==> src/ber_value_encoder_macros.svh <==
// ---------------------------------------------------------------------------
// ber value encoder assertion macros
// concurrent assertion shorthands, clocked on clk, disabled in reset
// ---------------------------------------------------------------------------
`ifndef BER_VALUE_ENCODER_MACROS_SVH
`define BER_VALUE_ENCODER_MACROS_SVH

// same-cycle implication
`define BVE_ASSERT_IMPL(lbl, ante, cons) \
	lbl: assert property (@(posedge clk) disable iff (!arst_n) (ante) |-> (cons)) \
		else $error("ber value encoder assertion failed");

// next-cycle implication
`define BVE_ASSERT_NEXT(lbl, ante, cons) \
	lbl: assert property (@(posedge clk) disable iff (!arst_n) (ante) |=> (cons)) \
		else $error("ber value encoder assertion failed");

`endif

==> src/bve_pkg.sv <==
// ---------------------------------------------------------------------------
// bve_pkg
// shared types and constants of the ber value encoder
// ---------------------------------------------------------------------------
`timescale 1ns / 1ps
`default_nettype none

package bve_pkg;

	localparam int MAX_RUN     = 5;
	localparam int RUN_W       = 3;
	localparam int VALUE_BYTES = 4;
	localparam int QUEUE_DEPTH = 2;
	localparam int QPTR_W      = $clog2(QUEUE_DEPTH);
	localparam int QCNT_W      = $clog2(QUEUE_DEPTH + 1);

	typedef enum logic [2:0] {
		OP_SINT = 3'd0,
		OP_UINT = 3'd1,
		OP_OID  = 3'd2,
		OP_RAW  = 3'd3,
		OP_LEN  = 3'd4,
		OP_NULL = 3'd5
	} bve_op_t;

	typedef enum logic [1:0] {
		ARC_FIRST  = 2'd0,
		ARC_SECOND = 2'd1,
		ARC_LATER  = 2'd2
	} bve_arc_t;

	// encoded bytes of one item, bytes[0] goes out first
	typedef struct packed {
		logic [MAX_RUN-1:0][7:0] bytes;
		logic [RUN_W-1:0]        count;
	} bve_run_t;

	typedef struct packed {
		logic              full;
		logic              empty;
		logic [QCNT_W-1:0] count;
	} bve_qstat_t;

endpackage

`default_nettype wire

==> src/bve_in_if.sv <==
// ---------------------------------------------------------------------------
// bve_in_if
// value element channel: valid, ready and element payload
// ---------------------------------------------------------------------------
`timescale 1ns / 1ps
`default_nettype none

interface bve_in_if;
	logic        valid;
	logic        ready;
	logic [2:0]  operation;
	logic [31:0] value_word;
	logic        last_element;

	modport source (output valid, operation, value_word, last_element, input ready);
	modport sink (input valid, operation, value_word, last_element, output ready);
endinterface

`default_nettype wire

==> src/bve_out_if.sv <==
// ---------------------------------------------------------------------------
// bve_out_if
// encoded byte channel: valid, ready and byte payload
// ---------------------------------------------------------------------------
`timescale 1ns / 1ps
`default_nettype none

interface bve_out_if;
	logic       valid;
	logic       ready;
	logic [7:0] out_byte;
	logic       last_byte;
	logic [2:0] run_length;

	modport source (output valid, out_byte, last_byte, run_length, input ready);
	modport sink (input valid, out_byte, last_byte, run_length, output ready);
endinterface

`default_nettype wire

==> src/ber_value_encoder.sv <==
// an item's first byte is offered once its run is written into the run queue and is at its head
// throughput: one byte per cycle on the result side while a run is queued and result.ready is
//   high; an item gives n bytes, n from 0 to 5, sent by the byte-wide serialiser in the back part
// a two-entry run queue lets the front take items while bytes wait to be taken
// reset clears the oid arc position, the queue pointers and the byte index
`timescale 1ns / 1ps
`default_nettype none
`include "ber_value_encoder_macros.svh"

// ---------------------------------------------------------------------------
// ber_value_encoder
// asn.1 ber content byte encoder for integers, lengths, oid arcs and raw bytes
// ---------------------------------------------------------------------------
module ber_value_encoder
	import bve_pkg::*;
#(
	parameter int VALUE_BYTES = bve_pkg::VALUE_BYTES
) (
	input  wire logic clk,
	input  wire logic arst_n,
	bve_in_if.sink    item,
	bve_out_if.source result
);

	logic       push;
	bve_run_t   push_run;
	logic       pop;
	bve_run_t   head;
	bve_qstat_t stat;

	bve_front #(
		.VALUE_BYTES (VALUE_BYTES)
	) u_front (
		.clk      (clk),
		.arst_n   (arst_n),
		.item     (item),
		.q_full   (stat.full),
		.push     (push),
		.push_run (push_run)
	);

	bve_queue u_queue (
		.clk      (clk),
		.arst_n   (arst_n),
		.push     (push),
		.push_run (push_run),
		.pop      (pop),
		.head     (head),
		.stat     (stat)
	);

	bve_back u_back (
		.clk    (clk),
		.arst_n (arst_n),
		.head   (head),
		.stat   (stat),
		.pop    (pop),
		.result (result)
	);

	// offered bytes always belong to a non-empty run
	`BVE_ASSERT_IMPL(a_run_len, result.valid, result.run_length != 3'd0 && result.run_length <= 3'd5)
	// a run is not left half sent
	`BVE_ASSERT_NEXT(a_run_cont, result.valid && result.ready && !result.last_byte, result.valid)
	// queue occupancy stays within its depth
	`BVE_ASSERT_IMPL(a_q_bound, push && stat.full, 1'b0)

endmodule

`default_nettype wire

==> src/bve_front.sv <==
// ---------------------------------------------------------------------------
// bve_front
// accepts value elements, tracks oid arcs and builds each item's byte run
// ---------------------------------------------------------------------------
`timescale 1ns / 1ps
`default_nettype none

module bve_front
	import bve_pkg::*;
#(
	parameter int VALUE_BYTES = bve_pkg::VALUE_BYTES
) (
	input  wire logic     clk,
	input  wire logic     arst_n,
	bve_in_if.sink        item,
	input  wire logic     q_full,
	output logic          push,
	output bve_run_t      push_run
);

	bve_arc_t    arc_pos_q, arc_pos_d;
	logic [31:0] first_x40_q;
	logic        capture;
	bve_run_t    run;
	logic        xfer;

	function automatic bve_run_t enc_int(input logic [31:0] v, input logic is_signed);
		bve_run_t        r;
		logic [63:0]     ext;
		logic [7:0][7:0] ib;
		logic            neg;
		logic [7:0]      fill;
		int              top;
		int              idx;
		logic            pad;
		r    = '0;
		ext  = is_signed ? {{32{v[31]}}, v} : {32'b0, v};
		ib   = ext;
		neg  = is_signed && ib[VALUE_BYTES-1][7];
		fill = {8{neg}};
		top  = VALUE_BYTES - 1;
		for (int i = VALUE_BYTES - 1; i > 0; i--) begin
			if (top == i && ib[i] == fill) begin
				top = i - 1;
			end
		end
		pad = ib[top[2:0]][7] != neg;
		for (int k = 0; k < MAX_RUN; k++) begin
			idx = top + int'(pad) - k;
			if (k == 0 && pad) begin
				r.bytes[k] = fill;
			end else if (idx >= 0) begin
				r.bytes[k] = ib[idx[2:0]];
			end
		end
		if (top + 1 + int'(pad) > MAX_RUN) begin
			r.count = RUN_W'(MAX_RUN);
		end else begin
			r.count = RUN_W'(top + 1 + int'(pad));
		end
		return r;
	endfunction

	function automatic bve_run_t enc_len(input logic [31:0] v);
		bve_run_t r;
		int       top;
		int       idx;
		r = '0;
		if (v <= 32'd127) begin
			r.bytes[0] = v[7:0];
			r.count    = RUN_W'(1);
		end else begin
			top = 3;
			for (int i = 3; i > 0; i--) begin
				if (top == i && v[8*i +: 8] == 8'h00) begin
					top = i - 1;
				end
			end
			r.bytes[0] = 8'h80 | 8'(top + 1);
			for (int k = 1; k < MAX_RUN; k++) begin
				idx = top - (k - 1);
				if (idx >= 0) begin
					r.bytes[k] = v[8*idx[1:0] +: 8];
				end
			end
			r.count = RUN_W'(top + 2);
		end
		return r;
	endfunction

	function automatic bve_run_t enc_b128(input logic [31:0] v);
		bve_run_t        r;
		logic [4:0][6:0] g;
		int              n;
		r = '0;
		for (int j = 0; j < 4; j++) begin
			g[j] = v[7*j +: 7];
		end
		g[4] = {3'b000, v[31:28]};
		n    = 1;
		for (int j = 1; j < 5; j++) begin
			if (g[j] != 7'd0) begin
				n = j + 1;
			end
		end
		for (int m = 0; m < MAX_RUN; m++) begin
			if (m < n) begin
				r.bytes[m] = {m != n - 1, g[3'(n - 1 - m)]};
			end
		end
		r.count = RUN_W'(n);
		return r;
	endfunction

	assign item.ready = !q_full;
	assign xfer       = item.valid && item.ready;
	assign push       = xfer && (run.count != '0);
	assign push_run   = run;

	always_comb begin
		run       = '0;
		arc_pos_d = arc_pos_q;
		capture   = 1'b0;
		unique case (bve_op_t'(item.operation))
			OP_SINT: begin
				run = enc_int(item.value_word, 1'b1);
			end
			OP_UINT: begin
				run = enc_int(item.value_word, 1'b0);
			end
			OP_OID: begin
				unique case (arc_pos_q)
					ARC_FIRST: begin
						if (item.last_element) begin
							run = enc_b128(item.value_word);
						end else begin
							capture   = 1'b1;
							arc_pos_d = ARC_SECOND;
						end
					end
					ARC_SECOND: begin
						run       = enc_b128(first_x40_q + item.value_word);
						arc_pos_d = item.last_element ? ARC_FIRST : ARC_LATER;
					end
					default: begin
						run       = enc_b128(item.value_word);
						arc_pos_d = item.last_element ? ARC_FIRST : ARC_LATER;
					end
				endcase
			end
			OP_RAW: begin
				run.bytes[0] = item.value_word[7:0];
				run.count    = RUN_W'(1);
			end
			OP_LEN: begin
				run = enc_len(item.value_word);
			end
			default: begin
				run = '0;
			end
		endcase
	end

	always_ff @(posedge clk or negedge arst_n) begin
		if (!arst_n) begin
			arc_pos_q <= ARC_FIRST;
		end else if (xfer && bve_op_t'(item.operation) == OP_OID) begin
			arc_pos_q <= arc_pos_d;
		end
	end

	// first arc kept pre-scaled by 40
	always_ff @(posedge clk or negedge arst_n) begin
		if (!arst_n) begin
			first_x40_q <= '0;
		end else if (xfer && capture) begin
			first_x40_q <= (item.value_word << 5) + (item.value_word << 3);
		end
	end

endmodule

`default_nettype wire

==> src/bve_queue.sv <==
// ---------------------------------------------------------------------------
// bve_queue
// short queue of byte runs between front and back
// ---------------------------------------------------------------------------
`timescale 1ns / 1ps
`default_nettype none

module bve_queue
	import bve_pkg::*;
(
	input  wire logic      clk,
	input  wire logic      arst_n,
	input  wire logic      push,
	input  wire bve_run_t  push_run,
	input  wire logic      pop,
	output bve_run_t       head,
	output bve_qstat_t     stat
);

	bve_run_t          mem_q [QUEUE_DEPTH];
	logic [QPTR_W-1:0] wr_ptr_q;
	logic [QPTR_W-1:0] rd_ptr_q;
	logic [QCNT_W-1:0] count_q;

	assign stat.count = count_q;
	assign stat.full  = count_q == QCNT_W'(QUEUE_DEPTH);
	assign stat.empty = count_q == '0;
	assign head       = mem_q[rd_ptr_q];

	always_ff @(posedge clk) begin
		if (push) begin
			mem_q[wr_ptr_q] <= push_run;
		end
	end

	always_ff @(posedge clk or negedge arst_n) begin
		if (!arst_n) begin
			wr_ptr_q <= '0;
			rd_ptr_q <= '0;
			count_q  <= '0;
		end else begin
			if (push) begin
				wr_ptr_q <= (wr_ptr_q == QPTR_W'(QUEUE_DEPTH - 1)) ? '0 : wr_ptr_q + 1'b1;
			end
			if (pop) begin
				rd_ptr_q <= (rd_ptr_q == QPTR_W'(QUEUE_DEPTH - 1)) ? '0 : rd_ptr_q + 1'b1;
			end
			unique case ({push, pop})
				2'b10:   count_q <= count_q + 1'b1;
				2'b01:   count_q <= count_q - 1'b1;
				default: count_q <= count_q;
			endcase
		end
	end

endmodule

`default_nettype wire

==> src/bve_back.sv <==
// ---------------------------------------------------------------------------
// bve_back
// sends the head run one byte per transfer and retires it on its last byte
// ---------------------------------------------------------------------------
`timescale 1ns / 1ps
`default_nettype none

module bve_back
	import bve_pkg::*;
(
	input  wire logic      clk,
	input  wire logic      arst_n,
	input  wire bve_run_t  head,
	input  wire bve_qstat_t stat,
	output logic           pop,
	bve_out_if.source      result
);

	logic [RUN_W-1:0] idx_q;
	logic             last;
	logic             xfer;

	assign last              = idx_q == head.count - 1'b1;
	assign result.valid      = !stat.empty;
	assign result.out_byte   = head.bytes[idx_q];
	assign result.last_byte  = last;
	assign result.run_length = head.count;
	assign xfer              = result.valid && result.ready;
	assign pop               = xfer && last;

	always_ff @(posedge clk or negedge arst_n) begin
		if (!arst_n) begin
			idx_q <= '0;
		end else if (xfer) begin
			idx_q <= last ? '0 : idx_q + 1'b1;
		end
	end

endmodule

`default_nettype wire
==> src/flat_wrapper.sv <==
// flat-port wrapper written by rule: the top's interface ports become plain ports
module ber_value_encoder_flat import bve_pkg::*;
#(
	parameter int VALUE_BYTES = bve_pkg::VALUE_BYTES
)
  (clk, arst_n, item_valid, item_operation, item_value_word, item_last_element, item_ready, result_valid, result_out_byte, result_last_byte, result_run_length, result_ready);
  bve_in_if item_i ();
  bve_out_if result_i ();
  input  wire logic clk;
  input  wire logic arst_n;
  input wire logic [$bits(item_i.valid)-1:0] item_valid;
  input wire logic [$bits(item_i.operation)-1:0] item_operation;
  input wire logic [$bits(item_i.value_word)-1:0] item_value_word;
  input wire logic [$bits(item_i.last_element)-1:0] item_last_element;
  output wire logic [$bits(item_i.ready)-1:0] item_ready;
  output wire logic [$bits(result_i.valid)-1:0] result_valid;
  output wire logic [$bits(result_i.out_byte)-1:0] result_out_byte;
  output wire logic [$bits(result_i.last_byte)-1:0] result_last_byte;
  output wire logic [$bits(result_i.run_length)-1:0] result_run_length;
  input wire logic [$bits(result_i.ready)-1:0] result_ready;
  assign item_i.valid = item_valid;
  assign item_i.operation = item_operation;
  assign item_i.value_word = item_value_word;
  assign item_i.last_element = item_last_element;
  assign item_ready = item_i.ready;
  assign result_valid = result_i.valid;
  assign result_out_byte = result_i.out_byte;
  assign result_last_byte = result_i.last_byte;
  assign result_run_length = result_i.run_length;
  assign result_i.ready = result_ready;
  ber_value_encoder #(.VALUE_BYTES(VALUE_BYTES)) u_core (.clk(clk), .arst_n(arst_n), .item(item_i), .result(result_i));
endmodule
==> config.mk <==
export PLATFORM = sky130hd
export DESIGN_NAME = ber_value_encoder_flat
export DESIGN_NICKNAME = d
export VERILOG_FILES = /design/src/bve_pkg.sv /design/src/bve_in_if.sv /design/src/bve_out_if.sv /design/src/ber_value_encoder.sv /design/src/bve_front.sv /design/src/bve_queue.sv /design/src/bve_back.sv /design/src/flat_wrapper.sv
export VERILOG_INCLUDE_DIRS = /design/src /design/src/src
export SDC_FILE = /design/constraint.sdc
export NUM_CORES = 1
export LEC_CHECK = 0
export ABC_AREA = 0
export BUFFER_PORTS_ARGS = -buffer_cell sky130_fd_sc_hd__buf_2
export CORE_ASPECT_RATIO = 0.8
export CORE_MARGIN = 3
export CORE_UTILIZATION = 23
export DETAILED_ROUTE_END_ITERATION = 10
export SLEW_MARGIN = 40
export SYNTH_ARGS = -nofsm -noshare
export SYNTH_HDL_FRONTEND = slang
export SYNTH_SLANG_ARGS = --single-unit
==> constraint.sdc <==
create_clock -name clk -period 7 [get_ports clk]
set_clock_uncertainty 0.15 [all_clocks]
set_input_delay 0.7 -clock clk [delete_from_list [all_inputs] [get_ports clk]]
set_output_delay 0.7 -clock clk [all_outputs]
set_load 0.005 [all_outputs]
# Word-level counts from Yosys, hierarchy flattened
# Memories as Yosys holds them, arrays and structs flattened.
# Cells that the tools add are included.
[word_totals] out_inout_bits=14 ram_bits=86 regBits=41 mem_count=1 inputBits=40 wordCells=337
[mem_list] name="u_core.u_queue.mem_q" words=2 width=43 read_ports=1 rd_clocked_by_memory_dff=0 wr=1 line_no="bve_queue.sv:20" source="bve_run_t mem_q [QUEUE_DEPTH];"
[classes] shift=4 add_sub_neg=42 eq_ne=32 n_lt_le_gt_ge=60 n_reduce_logical=35 muxes=157
[op_table] cell="2-to-1 mux 32 bit" n=31
[op_table] cell="greater-or-equal comparator 32 x 1 -> 1 bit (second input constant)" n=14
[op_table] cell="2-to-1 mux 8 bit" n=44
[op_table] cell="binary-select mux 7 bit (select 3 bit)" n=15
[op_table] cell="binary-select mux 8 bit (select 3 bit)" n=13
[op_table] cell="2-to-1 mux 7 bit" n=30
[op_table] cell="less-than comparator 3 x 32 -> 1 bit (first input constant)" n=6
[op_table] cell="inequality test 3 x 32 -> 1 bit (first input constant)" n=6
[op_table] cell="subtractor 32 x 2 -> 32 bit (second input constant)" n=6
[op_table] cell="subtractor 32 x 3 -> 32 bit (second input constant)" n=6
[op_table] cell="adder 32 x 2 -> 32 bit" n=4
[op_table] cell="case mux 32 bit (4 select lines)" n=1
[op_table] cell="indexed part select 32 x 6 -> 8 bit" n=4
[op_table] cell="equality test 32 x 2 -> 1 bit (second input constant)" n=3
[op_table] cell="equality test 32 x 3 -> 1 bit (second input constant)" n=3
[op_table] cell="less-than comparator 1 x 32 -> 1 bit (first input constant)" n=3
[op_table] cell="less-than comparator 2 x 32 -> 1 bit (first input constant)" n=3
[op_table] cell="less-than comparator 4 x 32 -> 1 bit (first input constant)" n=3
[op_table] cell="inequality test 2 x 32 -> 1 bit (first input constant)" n=3
[op_table] cell="inequality test 4 x 32 -> 1 bit (first input constant)" n=3
[op_table] cell="nonzero test 32 bit" n=3
[op_table] cell="case mux 43 bit (2 select lines)" n=1
[op_table] cell="less-than comparator 3 x 5 -> 1 bit (second input constant)" n=15
[op_table] cell="adder 32 x 2 -> 32 bit (second input constant)" n=2
[op_table] cell="other kinds (42)" n=108

# Longest topological paths before layout
[depth] word_depth=24 mapped_depth=24 ltp_nobuf=23

# Hierarchy
# From an unflattened synthesis, not the netlist that was laid out.
[unflattened] hier_cells=1561 area_unflattened_um2=14556.5
[modules_own_cells] module="bve_front" area_each_um2=10476.3 n_inst=1 cells_per_inst=1348 seq_area_each_um2=775.7
[modules_own_cells] module="bve_queue" area_each_um2=3488.3 n_inst=1 cells_per_inst=150 seq_area_each_um2=2682.6
[modules_own_cells] module="bve_back" area_each_um2=591.8 n_inst=1 cells_per_inst=63 seq_area_each_um2=75.1

# Worst setup path before layout
# OpenSTA, ideal clock, no wires.
[synth_timing] path_type="input-to-reg" from="input port item_value_word[31]" to="memory u_core.u_queue.mem_q[0][27] (netlist bit) (data pin)" cell_stages=23 path_slack_ps=-262 n_path_buf=6 setup_ps=265 arrival_ps=6847 required_time_ps=6585 cell_sequence="clkbuf_1 > inv_1 > ha_1 > nor3b_1 > and2_1 > o21ai_2 > inv_1 > mux2i_1 > o21bai_1 > mux2_2 > ha_1 > clkbuf_1 > buf_1 > clkbuf_1 > inv_1 > fa_1 > clkbuf_1 > buf_1 > mux4_2 > a22oi_1 > o21ai_0 > a21oi_1 > o21ai_1"
[synth_lines] item="start, declared" line_no="flat_wrapper.sv:13" source="input wire logic [$bits(item_i.value_word)-1:0] item_value_word;"
[synth_lines] item="end, declared" line_no="bve_queue.sv:20"

==> results.tsv <==
metric	value	unit
status	finished clean	
hpwl	46300	um
rows	80	
crit_path_max_fanout	12	
drc	0	
grt_use_met1	0.271	
r2r_slack	0.70	ns
clkSinkCount	124	
period_share	0.907	
regArea	3530	um2
diodes	0	
multi_input_area	9890	um2
vias_per_cell	5.95	
dp_slack	0.549	ns
cpLargestDelayFamily	compound AO/OA/AOI/OAI gates	
r2r_start	u_core.u_front.first_x40_q[14]	
ys.flop_type	edfxtp_1	
leakagePower	6.08	nW
crit_chain	buf_2 -> ha_1 -> nand2_1 -> a2111oi_0 -> nor3_1 -> o211ai_1 -> a311oi_1 -> nor4_1 -> nand4bb_1 -> nor2_1 -> o21ai_0 -> ha_1 -> clkinv_1 -> nor2_2 -> a221oi_1 -> o221ai_1	
cp.depth	16	
initialDrtViolationCount	2261	
max-clock-path-buffers	2	
worstSkewPairLatency	0.45	ns
finalPower	5.41	mW
cp_num_buf_inv	2	
cts_setup_buffers	0	
ios	54	
cts_resized	0	
slew_headroom	0.358	
numCtsBuffers	17	
grt.overflow.total	0	
cp.required	7.01	ns
wl	61200	um
fillers	6419	
tns	0	ns
syn_inst	1586	
startpoint	item_value_word[16]	
tightestPinTransition	0.963	ns
path_class	input port to register	
slowest_stage	a2111oi_0	
drtAntennaViolNets	0	
cp_common_cell	ha_1	
slew_viol_final	0	
worst_ir_drop_vdd	180	uV
cap_violations	0	
max_stage_delay	0.69	ns
hold_viol	0	
grt_max_degree	62	
first_pass_iters	7	
grtUsageMet3	0.0619	
synth.cell_area	14100	um2
track_usage	0.186	
die_y	227	um
rsz0062_at_grt	false	
power.density	339	nW/um2
yosysSeqAreaShare	0.251	
wl_per_cell	25.6	um
area_growth	13.5	%
gp_congestion	1.04	
setup_slack	0.652	ns
fin_crit	6.35	ns
antenna_found_initial	1	
ys_warn_count	0	
cts_tree	built	
synth-edff-count	86	
synthesis.nets	1717	
die_w	283	um
reg2reg_to	u_core.u_queue.mem_q[1][22]	
htreeDepth	4	
grt_pass1_vias	13100	
crit_end	u_core.u_queue.mem_q[1][22]	
start_util	0.235	
nets	1732	
post-route-util	0.266	
core_region_area	60100	um2
path_clk_slew	0.08	ns
clockRootBuffer	clkbuf_16	
die_area	64300	um2
synth.avg_cell_area	8.88	um2
r2r_cells	15	
grt_pass1_wl	88900	um
io_buffers	53	
busiest_layer	met1	
fmax	0.158	GHz
yosysUniqueCellTypes	89	
synthArstFlopShare	0.306	
hold_class	input port to asynchronous set/reset pin	
crit_path_start_kind	input port	
postCtsHoldBufs	0	
cp-end-kind	register	
grt.met2_usage	0.258	
drive_gt1_frac	0.180	
setup_viol	0	
vias	14200	
arrival	6.36	ns
ys_ff_latch	124	
## kinds of logic (layout without fill, tap and decap cells)
group / count (synthesis) / count (layout) / synth area share
compound gates: 541 / 541 / 0.246
xor+xnor: 59 / 59 / 0.0367
fa+ha+maj: 91 / 91 / 0.0830
buf+inv: 186 / 214 / 0.0517
flops: 124 / 124 / 0.251
mux: 168 / 168 / 0.190
simple gates: 417 / 417 / 0.141
## state kept, by name, summed over array words and instances, names as in the netlist
name	count
u_core.u_front.first_x40_q	29
u_core.u_queue.wr_ptr_q	1
u_core.u_back.idx_q	3
u_core.u_queue.count_q	2
u_core.u_front.arc_pos_q	2
u_core.u_queue.mem_q	86
u_core.u_queue.rd_ptr_q	1
## worst min path at each step
stage	to	slack, ns	from	depth (start not counted)
after floorplan	u_core.u_back.idx_q[0]	0.25	arst_n	0
after detailed placement	u_core.u_front.first_x40_q[26]	0.33	u_core.u_front.first_x40_q[26]	2
after global placement	u_core.u_front.first_x40_q[8]	0.32	u_core.u_front.first_x40_q[8]	2
after CTS	u_core.u_front.arc_pos_q[0]	0.12	arst_n	1
after global routing	u_core.u_front.arc_pos_q[0]	0.15	arst_n	1
final	u_core.u_front.arc_pos_q[0]	0.11	arst_n	1
## final cells by class
cell class | instances | share of cell area
repair buffers | 112 | 0.0460
inverters | 70 | 0.0164
clock buffers | 18 | 0.0282
clock inverters | 14 | 0.00869
flip-flops and latches | 124 | 0.221
multi-input cells | 1276 | 0.619
well taps | 779 | 0.0610
## cells in the mapped netlist, drive strengths merged, types with 6 or more instances
| master | count | area [um2] |
|---|---|---|
| nand2 | 143 | 539 |
| a22oi | 20 | 155 |
| o221ai | 9 | 78.8 |
| o21a | 11 | 82.6 |
| xor2 | 23 | 201 |
| mux2i | 60 | 601 |
| o211ai | 18 | 135 |
| a21o | 24 | 180 |
| buf | 30 | 143 |
| nor2b | 9 | 56.3 |
| o21ai | 147 | 751 |
| xnor2 | 36 | 315 |
| inv | 67 | 251 |
| dfrtp | 38 | 951 |
| a211oi | 16 | 125 |
| edfxtp | 86 | 2580 |
| a31oi | 12 | 75.1 |
| nor3 | 30 | 155 |
| mux2 | 32 | 364 |
| nor4 | 10 | 92.6 |
| a221oi | 27 | 243 |
| o21bai | 9 | 67.6 |
| o22ai | 15 | 93.8 |
| o31ai | 10 | 80.1 |
| nand2b | 12 | 75.1 |
| a221o | 11 | 110 |
| nand3 | 35 | 175 |
| nor2 | 108 | 413 |
| clkbuf | 86 | 323 |
| nand4 | 12 | 75.1 |
| and2 | 14 | 87.6 |
| o311ai | 6 | 52.6 |
| mux4 | 76 | 1710 |
| ha | 87 | 1090 |
| and3 | 16 | 100 |
| a21oi | 164 | 825 |
## through the flow
step / area (um2) / cells / hold WS, ns
4_1_cts: 16000 / 2393 / 0.124
3_5_place_dp: 15400 / 2361 / 0.330
5_1_grt: 16000 / 2393 / 0.150
3_3_place_gp: 15300 / 2359 / 0.319
6_report: 16000 / 2393 / 0.111
2_1_floorplan: 14100 / 1586 / 0.254
## power by group
group	internal [mW]	leakage [nW]	switching (mW)
sequential	1.03	1.30	0.144
combinational	1.26	4.49	2.08
clock	0.495	0.290	0.411
## cells in the final DEF, fill, tap and decap left out, drive strengths merged, types with 15 or more instances in the layout
master | Yosys | routed
nor3 | 30 | 30
mux2i | 60 | 60
o22ai | 15 | 15
nor2 | 108 | 108
a21o | 24 | 24
o211ai | 18 | 18
inv | 67 | 78
xnor2 | 36 | 36
mux4 | 76 | 76
ha | 87 | 87
nand2 | 143 | 143
xor2 | 23 | 23
o21ai | 147 | 147
clkbuf | 86 | 18
nand3 | 35 | 35
edfxtp | 86 | 86
buf | 30 | 112
a21oi | 164 | 164
dfrtp | 38 | 38
a221oi | 27 | 27
and3 | 16 | 16
a211oi | 16 | 16
a22oi | 20 | 20
mux2 | 32 | 32
## metal layers
metal	share of wire	wire length, um	up-vias
li1	-	-	6107
met1	0.44	26700	6933
met2	0.39	24100	1033
met3	0.13	8080	169
met4	0.037	2240	2
met5	0.00054	33	-
Note: power is estimated with default switching activity, not from simulation.
